<file path="src/hw/rtl/match_timer_interrupt_controller_top_assert.svh">
// ----------------------------------------------------------------------------
// Assertion macros for the match timer interrupt controller
// Clocked on clk, disabled while rst is high.
// ----------------------------------------------------------------------------
`ifndef MATCH_TIMER_INTERRUPT_CONTROLLER_TOP_ASSERT_SVH
`define MATCH_TIMER_INTERRUPT_CONTROLLER_TOP_ASSERT_SVH

// same-cycle implication
`define MTIC_ASSERT_NOW(lbl, ante, cons, msg) \
  lbl: assert property (@(posedge clk) disable iff (rst) (ante) |-> (cons)) else $error(msg);

// next-cycle implication
`define MTIC_ASSERT_NEXT(lbl, ante, cons, msg) \
  lbl: assert property (@(posedge clk) disable iff (rst) (ante) |=> (cons)) else $error(msg);

`endif

</file>
<file path="src/hw/rtl/mtic_pkg.sv">
// ----------------------------------------------------------------------------
// mtic_pkg
// Types, request codes and default parameters of the match timer interrupt
// controller.
// ----------------------------------------------------------------------------
package mtic_pkg;

  localparam int DEFAULT_TIMER0_BIT = 2;
  localparam int DEFAULT_GPIO_BIT   = 10;
  localparam int DEFAULT_NUM_MATCH  = 4;

  typedef enum logic [3:0] {
    REQ_TICK        = 4'd0,
    REQ_RAISE       = 4'd1,
    REQ_CLEAR       = 4'd2,
    REQ_GPIO_RAISE  = 4'd3,
    REQ_GPIO_CLEAR  = 4'd4,
    REQ_MATCH_WRITE = 4'd5,
    REQ_INT_ENABLE  = 4'd6,
    REQ_GPIO_ENABLE = 4'd7,
    REQ_WAIT        = 4'd8
  } req_code_t;

  typedef struct packed {
    logic [3:0]  req_type;
    logic [31:0] data_value;
    logic [1:0]  match_index;
    logic        wait_ignore_irq;
    logic        wait_ignore_fiq;
  } in_item_t;

  typedef struct packed {
    logic        irq_line;
    logic        fiq_line;
    logic [31:0] pending_bits;
    logic        next_valid;
    logic [31:0] next_match;
    logic        wake;
  } out_item_t;

  typedef struct packed {
    logic        valid;
    logic [31:0] value;
  } next_t;

endpackage

</file>
<file path="src/hw/rtl/mtic_fire.sv">
// ----------------------------------------------------------------------------
// mtic_fire
// Window compare of every match register against the tick interval
// (old, now], with wraparound. Returns the timer interrupt bits to raise.
// ----------------------------------------------------------------------------
module mtic_fire #(
  parameter int TIMER0_BIT = mtic_pkg::DEFAULT_TIMER0_BIT,
  parameter int NUM_MATCH  = mtic_pkg::DEFAULT_NUM_MATCH
) (
  input  logic [31:0] timer_old,
  input  logic [31:0] timer_now,
  input  logic [31:0] match_values [NUM_MATCH],
  output logic [31:0] fire_bits
);

  logic [NUM_MATCH-1:0] hit;

  always_comb begin
    for (int i = 0; i < NUM_MATCH; i++) begin
      if (timer_old < timer_now) begin
        hit[i] = (timer_old < match_values[i]) && (match_values[i] <= timer_now);
      end else if (timer_old > timer_now) begin
        // interval wraps past zero
        hit[i] = (timer_old < match_values[i]) || (match_values[i] <= timer_now);
      end else begin
        hit[i] = (match_values[i] == timer_now);
      end
    end
  end

  always_comb begin
    fire_bits = '0;
    for (int i = 0; i < NUM_MATCH; i++) begin
      fire_bits[TIMER0_BIT + i] = hit[i];
    end
  end

endmodule

</file>
<file path="src/hw/rtl/mtic_next.sv">
// ----------------------------------------------------------------------------
// mtic_next
// Nearest upcoming match: among matches whose interrupt bit is clear, pick
// the smallest circular distance from the timer; the lowest index wins ties.
// ----------------------------------------------------------------------------
module mtic_next #(
  parameter int TIMER0_BIT = mtic_pkg::DEFAULT_TIMER0_BIT,
  parameter int NUM_MATCH  = mtic_pkg::DEFAULT_NUM_MATCH
) (
  input  logic [31:0]   timer,
  input  logic [31:0]   vector,
  input  logic [31:0]   match_values [NUM_MATCH],
  output mtic_pkg::next_t next
);

  logic [31:0] span [NUM_MATCH];

  for (genvar i = 0; i < NUM_MATCH; i++) begin : g_span
    assign span[i] = match_values[i] - timer;
  end

  always_comb begin
    logic [31:0] best_span;
    best_span  = '0;
    next.valid = 1'b0;
    next.value = '0;
    for (int i = 0; i < NUM_MATCH; i++) begin
      if (!vector[TIMER0_BIT + i]) begin
        if (!next.valid || (span[i] < best_span)) begin
          best_span  = span[i];
          next.value = match_values[i];
          next.valid = 1'b1;
        end
      end
    end
  end

endmodule

</file>
<file path="src/hw/rtl/mtic_state.sv">
// ----------------------------------------------------------------------------
// mtic_state
// Controller state and request decode. On each step one request updates the
// state and the result for it is formed from the updated state.
// ----------------------------------------------------------------------------
module mtic_state #(
  parameter int TIMER0_BIT = mtic_pkg::DEFAULT_TIMER0_BIT,
  parameter int GPIO_BIT   = mtic_pkg::DEFAULT_GPIO_BIT,
  parameter int NUM_MATCH  = mtic_pkg::DEFAULT_NUM_MATCH
) (
  input  logic                clk,
  input  logic                rst,
  input  logic                step,
  input  mtic_pkg::in_item_t  item,
  input  logic [31:0]         fast_mask,
  output mtic_pkg::out_item_t result
);

  localparam logic [31:0] GpioMask = 32'd1 << GPIO_BIT;

  logic [31:0] last_timer;
  logic [31:0] match_store [NUM_MATCH];
  logic [31:0] raised_vector;
  logic [31:0] int_enable;
  logic [31:0] gpio_pending;
  logic [31:0] gpio_enable;
  logic        waiting_flag;
  logic [1:0]  wait_masks;

  logic [31:0] last_timer_next;
  logic [31:0] match_store_next [NUM_MATCH];
  logic [31:0] raised_vector_next;
  logic [31:0] int_enable_next;
  logic [31:0] gpio_pending_next;
  logic [31:0] gpio_enable_next;
  logic        waiting_flag_next;
  logic [1:0]  wait_masks_next;

  logic [31:0]     fire_bits;
  logic            set_wait;
  logic            wake_gpio;
  logic            wake;
  logic [31:0]     active;
  logic            fiq;
  logic            irq;
  mtic_pkg::next_t next;

  mtic_fire #(
    .TIMER0_BIT(TIMER0_BIT),
    .NUM_MATCH (NUM_MATCH)
  ) u_fire (
    .timer_old   (last_timer),
    .timer_now   (item.data_value),
    .match_values(match_store),
    .fire_bits   (fire_bits)
  );

  always_comb begin
    for (int i = 0; i < NUM_MATCH; i++) begin
      match_store_next[i] = match_store[i];
      if ((item.req_type == mtic_pkg::REQ_MATCH_WRITE) && (item.match_index == 2'(i))) begin
        match_store_next[i] = item.data_value;
      end
    end
  end

  always_comb begin
    last_timer_next    = last_timer;
    raised_vector_next = raised_vector;
    int_enable_next    = int_enable;
    gpio_pending_next  = gpio_pending;
    gpio_enable_next   = gpio_enable;
    set_wait           = 1'b0;
    wait_masks_next    = wait_masks;
    wake_gpio          = 1'b0;
    case (item.req_type)
      mtic_pkg::REQ_TICK: begin
        raised_vector_next = raised_vector | fire_bits;
        last_timer_next    = item.data_value;
      end
      mtic_pkg::REQ_RAISE: begin
        raised_vector_next = raised_vector | item.data_value;
      end
      mtic_pkg::REQ_CLEAR: begin
        raised_vector_next = raised_vector & ~item.data_value;
      end
      mtic_pkg::REQ_GPIO_RAISE: begin
        gpio_pending_next = gpio_pending | item.data_value;
        if ((gpio_enable & gpio_pending_next) != '0) begin
          raised_vector_next = raised_vector | GpioMask;
          // a GPIO event releases the waiter whatever its masks
          wake_gpio          = waiting_flag;
        end
      end
      mtic_pkg::REQ_GPIO_CLEAR: begin
        gpio_pending_next = gpio_pending & ~item.data_value;
      end
      mtic_pkg::REQ_INT_ENABLE: begin
        int_enable_next = item.data_value;
      end
      mtic_pkg::REQ_GPIO_ENABLE: begin
        if (item.data_value != gpio_enable) begin
          gpio_enable_next = item.data_value;
          if ((item.data_value & gpio_pending) != '0) begin
            raised_vector_next = raised_vector | GpioMask;
          end
        end
      end
      mtic_pkg::REQ_WAIT: begin
        set_wait        = 1'b1;
        wait_masks_next = {item.wait_ignore_fiq, item.wait_ignore_irq};
      end
      default: begin
      end
    endcase

    active = raised_vector_next & int_enable_next;
    fiq    = (active & fast_mask) != '0;
    irq    = (active & ~fast_mask) != '0;
    wake   = wake_gpio || ((waiting_flag || set_wait) &&
             ((fiq && !wait_masks_next[1]) || (irq && !wait_masks_next[0])));
    waiting_flag_next = (waiting_flag || set_wait) && !wake;
  end

  mtic_next #(
    .TIMER0_BIT(TIMER0_BIT),
    .NUM_MATCH (NUM_MATCH)
  ) u_next (
    .timer       (last_timer_next),
    .vector      (raised_vector_next),
    .match_values(match_store_next),
    .next        (next)
  );

  always_comb begin
    result.irq_line     = irq;
    result.fiq_line     = fiq;
    result.pending_bits = raised_vector_next;
    result.next_valid   = next.valid;
    result.next_match   = next.value;
    result.wake         = wake;
  end

  always_ff @(posedge clk) begin
    if (rst) begin
      last_timer    <= '0;
      raised_vector <= '0;
      int_enable    <= '0;
      gpio_pending  <= '0;
      gpio_enable   <= '0;
      waiting_flag  <= 1'b0;
      wait_masks    <= '0;
      for (int i = 0; i < NUM_MATCH; i++) begin
        match_store[i] <= '0;
      end
    end else if (step) begin
      last_timer    <= last_timer_next;
      raised_vector <= raised_vector_next;
      int_enable    <= int_enable_next;
      gpio_pending  <= gpio_pending_next;
      gpio_enable   <= gpio_enable_next;
      waiting_flag  <= waiting_flag_next;
      wait_masks    <= wait_masks_next;
      for (int i = 0; i < NUM_MATCH; i++) begin
        match_store[i] <= match_store_next[i];
      end
    end
  end

endmodule

</file>
<file path="src/hw/rtl/match_timer_interrupt_controller_top.sv">
// ----------------------------------------------------------------------------
// match_timer_interrupt_controller_top
// Interrupt controller with match timers: request register, state update and
// result register.
//
//   channel  direction  handshake            payload
//   in       input      in_valid / in_stall  in_item  (mtic_pkg::in_item_t)
//   out      output     out_valid/ out_stall out_item (mtic_pkg::out_item_t)
//   cfg      input      cfg_write            cfg_data (fast route mask)
//
// Requests pass the request register, then the result register; one request
// per cycle is sustained while the output is not stalled.
// Reset is synchronous and clears all state; no clearing pass is needed.
// A stalled output holds its result; the request register then holds and
// in_stall rises only once that register is full.
// ----------------------------------------------------------------------------
module match_timer_interrupt_controller_top #(
  parameter int TIMER0_BIT = mtic_pkg::DEFAULT_TIMER0_BIT,
  parameter int GPIO_BIT   = mtic_pkg::DEFAULT_GPIO_BIT,
  parameter int NUM_MATCH  = mtic_pkg::DEFAULT_NUM_MATCH
) (
  input  logic                clk,
  input  logic                rst,
  input  logic                in_valid,
  output logic                in_stall,
  input  mtic_pkg::in_item_t  in_item,
  output logic                out_valid,
  input  logic                out_stall,
  output mtic_pkg::out_item_t out_item,
  input  logic                cfg_write,
  input  logic [31:0]         cfg_data
);

  `include "match_timer_interrupt_controller_top_assert.svh"

  logic                req_valid;
  mtic_pkg::in_item_t  req_item;
  logic [31:0]         fast_route_mask;
  logic                advance;
  logic                in_transfer;
  mtic_pkg::out_item_t result;

  assign advance     = req_valid && (!out_valid || !out_stall);
  assign in_stall    = req_valid && !advance;
  assign in_transfer = in_valid && !in_stall;

  mtic_state #(
    .TIMER0_BIT(TIMER0_BIT),
    .GPIO_BIT  (GPIO_BIT),
    .NUM_MATCH (NUM_MATCH)
  ) u_state (
    .clk      (clk),
    .rst      (rst),
    .step     (advance),
    .item     (req_item),
    .fast_mask(fast_route_mask),
    .result   (result)
  );

  always_ff @(posedge clk) begin
    if (rst) begin
      req_valid       <= 1'b0;
      out_valid       <= 1'b0;
      fast_route_mask <= '0;
    end else begin
      req_valid <= in_transfer || (req_valid && !advance);
      out_valid <= advance || (out_valid && out_stall);
      if (cfg_write) begin
        fast_route_mask <= cfg_data;
      end
    end
  end

  always_ff @(posedge clk) begin
    if (in_transfer) begin
      req_item <= in_item;
    end
    if (advance) begin
      out_item <= result;
    end
  end

  `MTIC_ASSERT_NOW(a_no_stall_when_out_free, !out_stall, !in_stall, "input stalled with output free")
  `MTIC_ASSERT_NEXT(a_advance_loads_out, advance, out_valid, "result lost after advance")
  `MTIC_ASSERT_NOW(a_lines_need_pending, out_valid && (out_item.irq_line || out_item.fiq_line), out_item.pending_bits != '0, "line active with nothing pending")
  `MTIC_ASSERT_NOW(a_next_zero_when_none, out_valid && !out_item.next_valid, out_item.next_match == '0, "next match nonzero without a candidate")

endmodule
</file>
<file path="config.mk">
export PLATFORM = sky130hd
export DESIGN_NAME = match_timer_interrupt_controller_top
export DESIGN_NICKNAME = d
export VERILOG_FILES = /design/src/hw/rtl/mtic_pkg.sv /design/src/hw/rtl/mtic_fire.sv /design/src/hw/rtl/mtic_next.sv /design/src/hw/rtl/mtic_state.sv /design/src/hw/rtl/match_timer_interrupt_controller_top.sv
export VERILOG_INCLUDE_DIRS = /design/src /design/src/hw/rtl
export SDC_FILE = /design/constraint.sdc
export NUM_CORES = 2
export LEC_CHECK = 0
export ABC_AREA = 1
export BUFFER_PORTS_ARGS = -buffer_cell sky130_fd_sc_hd__buf_2
export CORE_ASPECT_RATIO = 1.5
export CORE_MARGIN = 2
export CORE_UTILIZATION = 25
export CTS_BUF_LIST = sky130_fd_sc_hd__clkbuf_16
export DETAILED_ROUTE_END_ITERATION = 6
export GPL_TIMING_DRIVEN = 0
export PLACE_DENSITY = 0.37
export SLEW_MARGIN = 20
export SYNTH_ARGS = -nofsm -noshare
export SYNTH_HDL_FRONTEND = slang
export SYNTH_SLANG_ARGS = --single-unit
export TNS_END_PERCENT = 100
</file>
<file path="constraint.sdc">
create_clock -name clk -period 26.8 [get_ports clk]
set_clock_uncertainty 0.1 [all_clocks]
set_input_delay 0 -clock clk [delete_from_list [all_inputs] [get_ports clk]]
set_output_delay 0 -clock clk [all_outputs]
set_load 0.02 [all_outputs]
</file>
==> impl_metrics.json <==
{
  "ys_seq_area_frac": 0.2816,
  "grt-ovfl-total": 0,
  "path_delay_family": "compound AO/OA/AOI/OAI gates",
  "slowest_stage": "buf_1",
  "worst_slew_pin_slew_ns": 1.270,
  "p_leak_nw": 19.08,
  "avgSynthCellArea_sq_um": 7.127,
  "peakVddDrop_mv": 0.06566,
  "portBuffers": 145,
  "synth-xor-area-share": 0.03516,
  "antenna_left": 0,
  "die_x_um": 307.9,
  "max_freq_mhz": 56.64,
  "r2r-start": "req_item[38]$_DFFE_PP_",
  "start_kind": "flip-flop",
  "synth.mux.area_fraction": 0.0005782,
  "gp_congestion": 0.9126,
  "ys_ff_latch": 433,
  "period_needed_ns": 17.65,
  "drcViolationCount": 0,
  "relSlewSlack": 0.1534,
  "synth-main-ff-cell": "dfxtp_1",
  "cts_tree": "yes",
  "cts_resized": 0,
  "wl_met2_um": 92640,
  "hold_path_end": "fast_route_mask[18]$_SDFFE_PP0P_",
  "required_ns": 27.02,
  "vias": 35177,
  "wl_met3_um": 4326,
  "clock_path_buffers": 3,
  "synth.distinct_cells": 51,
  "nFillCells": 15158,
  "drt-met1-wl_um": 63030,
  "dp_slack_ns": 8.956,
  "ios": 147,
  "fp.dieH_um": 459.8,
  "drive_gt1_frac": 0.05093,
  "worst_path_largest_cell_delay_ns": 0.78,
  "rrSetupSlack_ns": 9.15,
  "synth_compound_area_frac": 0.2357,
  "root_buffer": "clkbuf_16",
  "cts_inserted_buffers": 52,
  "grt_max_degree": 39,
  "finalSetupTns_ns": 0,
  "r2r-end": "out_item[9]$_DFFE_PP_",
  "cts_sinks": 433,
  "grt_first_pass_wirelength_um": 241300,
  "grt.total_usage": 0.2366,
  "timing.final.ws_setup_ns": 9.146,
  "crit_path_end_kind": "flip-flop",
  "regArea_sq_um": 9749,
  "hpwlAfterDp_um": 141300,
  "drv_cap": 0,
  "min_period_over_period": 0.6587,
  "grt_pass1_vias": 35517,
  "synth_adder_area_share": 0.1834,
  "drt_pass1_iterations": 5,
  "hp-start": "cfg_data[18]",
  "async_flop_share": 0,
  "dieArea_sq_um": 141500,
  "synth_top_family_by_area": "compound AO/OA/AOI/OAI gates",
  "path_buf_inv": 11,
  "hold_class": "in -> reg",
  "top_layer": "met4",
  "synthesis.area_sq_um": 34620,
  "viasPerCell": 4.984,
  "worstPathArrival_ns": 17.88,
  "area_growth_pct": 18.80,
  "multiInputGateArea_sq_um": 21770,
  "final_hold_viol_count": 0,
  "synth_edf_count": 108,
  "powerDensity_nw_per_um2": 79.52,
  "synthesis.nets": 5440,
  "antenna_found_initial": 2,
  "drt_iter0_drc": 1949,
  "synthCells": 4858,
  "setup_violations": 0,
  "start_util": 0.2514,
  "cp_max_fo": 10,
  "r2r_cells": 68,
  "final_max_slew_viol_count": 0,
  "fin_nets": 5821,
  "synth-simple-area-share": 0.1727,
  "critPathKind": "reg -> reg",
  "wl_um": 170900,
  "outcome": "complete, no violations",
  "hold_depth": 4,
  "placementRows": 167,
  "yosysWarnings": 0,
  "clkTransAtPathRegs_ns": 0.07,
  "clkLatencyLatePin_ns": 0.66,
  "wire_per_inst_um": 24.21,
  "cts.htree.levels": 2,
  "rsz0062_at_grt": "false",
  "coreArea_sq_um": 137700
}
==> per-layer routing <==
| layer | vias up | global-route usage |
|---|---|---|
| met5 | - | 0 |
| met4 | 0 | 0.1315 |
| met3 | 254 | 0.01418 |
| met2 | 779 | 0.4709 |
| met1 | 16711 | 0.2410 |
| li1 | 17433 | - |
==> power breakdown <==
part | internal [mW] | total, mW | switching, mW
registers | 0.733 | 0.768 | 0.0347
clock network | 0.386 | 0.726 | 0.341
logic | 0.551 | 1.78 | 1.23
total | 1.67 | 3.27 | 1.60
==> layout by cell type (no fill, tap or decap), types with 23 or more instances in the layout <==
cell type	instances
nand2_1	907
o21ai_0	683
inv_1	610
a21oi_1	542
ha_1	501
dfxtp_1	325
nor2_1	270
clkbuf_1	190
dlygate4sd3_1	173
nand3_1	163
buf_2	145
edfxtp_1	108
xor2_1	85
nand4_1	59
xnor2_1	54
clkbuf_16	54
o211ai_1	43
o22ai_1	38
a32o_1	30
nor3_1	29
clkinv_1	27
o21bai_1	26
a211oi_1	23
==> timing repair <==
item,4_1_cts,5_1_grt
hold buffers,173,0
hold endpoints to repair,126,0
buffers inserted,0,0
==> tightest hold or removal path, delay by kind of cell <==
kind	cells	cell delay (ns)
buf+inv	2	0.60
compound gates	2	0.18
==> kinds of logic (layout without fill, tap and decap cells) <==
kind of cell | after synthesis | after routing
mux | 2 | 2
buf+inv | 829 | 1253
other cells | 0 | 2
flops | 433 | 433
simple gates | 1464 | 1464
fa+ha+maj | 505 | 505
compound gates | 1486 | 1486
xor+xnor | 139 | 139
==> sequential cells by signal, summed over array words and instances, names as in the netlist, 2 cells and up, named ones only <==
signal	flops
u_state.gpio_enable	32
u_state.last_timer	32
fast_route_mask	32
u_state.raised_vector	32
out_item	68
u_state.match_store	128
u_state.wait_masks	2
u_state.int_enable	32
req_item	40
==> cells in the mapped netlist (all sizes together), types with 30 or more instances <==
| cell type | count | area (sq um) |
|---|---|---|
| a21oi | 542 | 2713 |
| a32o | 30 | 300.3 |
| clkbuf | 197 | 739.5 |
| dfxtp | 325 | 6506 |
| edfxtp | 108 | 3243 |
| ha | 501 | 6269 |
| inv | 601 | 2256 |
| nand2 | 912 | 3446 |
| nand3 | 163 | 815.8 |
| nand4 | 59 | 369.1 |
| nor2 | 271 | 1017 |
| nor3 | 31 | 155.2 |
| o211ai | 43 | 322.8 |
| o21ai | 694 | 3473 |
| o22ai | 38 | 237.7 |
| xnor2 | 54 | 473.0 |
| xor2 | 85 | 744.5 |
==> per-stage QoR <==
| stage | util | std cells | hold WS (ns) | total power [mW] | instance area [sq um] |
|---|---|---|---|---|---|
| floorplan | - | 4858 | -0.001131 | 1.877 | 34620 |
| global placement | 0.2728 | 6777 | 0.07738 | 2.549 | 37570 |
| detailed placement | 0.2742 | 6786 | 0.07810 | 2.562 | 37750 |
| CTS | 0.2987 | 7056 | 0.01695 | 3.321 | 41130 |
| global route | 0.2987 | 7057 | 0.1347 | 3.505 | 41130 |
| finish | 0.2987 | 7058 | 0.05796 | 3.271 | 41130 |
==> how the worst max path moves through the flow <==
stage | startpoint | end | slack [ns] | cells after the start
after CTS | req_item[38]$_DFFE_PP_ | out_item[9]$_DFFE_PP_ | 8.88 | 68
after detailed placement | req_item[39]$_DFFE_PP_ | out_item[9]$_DFFE_PP_ | 8.96 | 68
after global routing | req_item[39]$_DFFE_PP_ | out_item[12]$_DFFE_PP_ | 8.44 | 68
final | req_item[38]$_DFFE_PP_ | out_item[9]$_DFFE_PP_ | 9.15 | 68
after global placement | req_item[39]$_DFFE_PP_ | out_item[12]$_DFFE_PP_ | 8.64 | 68
after floorplan | req_item[39]$_DFFE_PP_ | out_item[18]$_DFFE_PP_ | 16.27 | 68
==> area by class of cell <==
type | instances | share of cell area
multi-input cells | 3596 | 0.5292
plain buffers | 211 | 0.02035
well taps | 1774 | 0.05396
clock inverters | 43 | 0.007057
inverters | 618 | 0.05646
repair buffers | 327 | 0.06300
diodes | 2 | 0.0001217
clock buffers | 54 | 0.03285
flip-flops and latches | 433 | 0.2370
No activity file was read; power rests on OpenSTA's default activity.
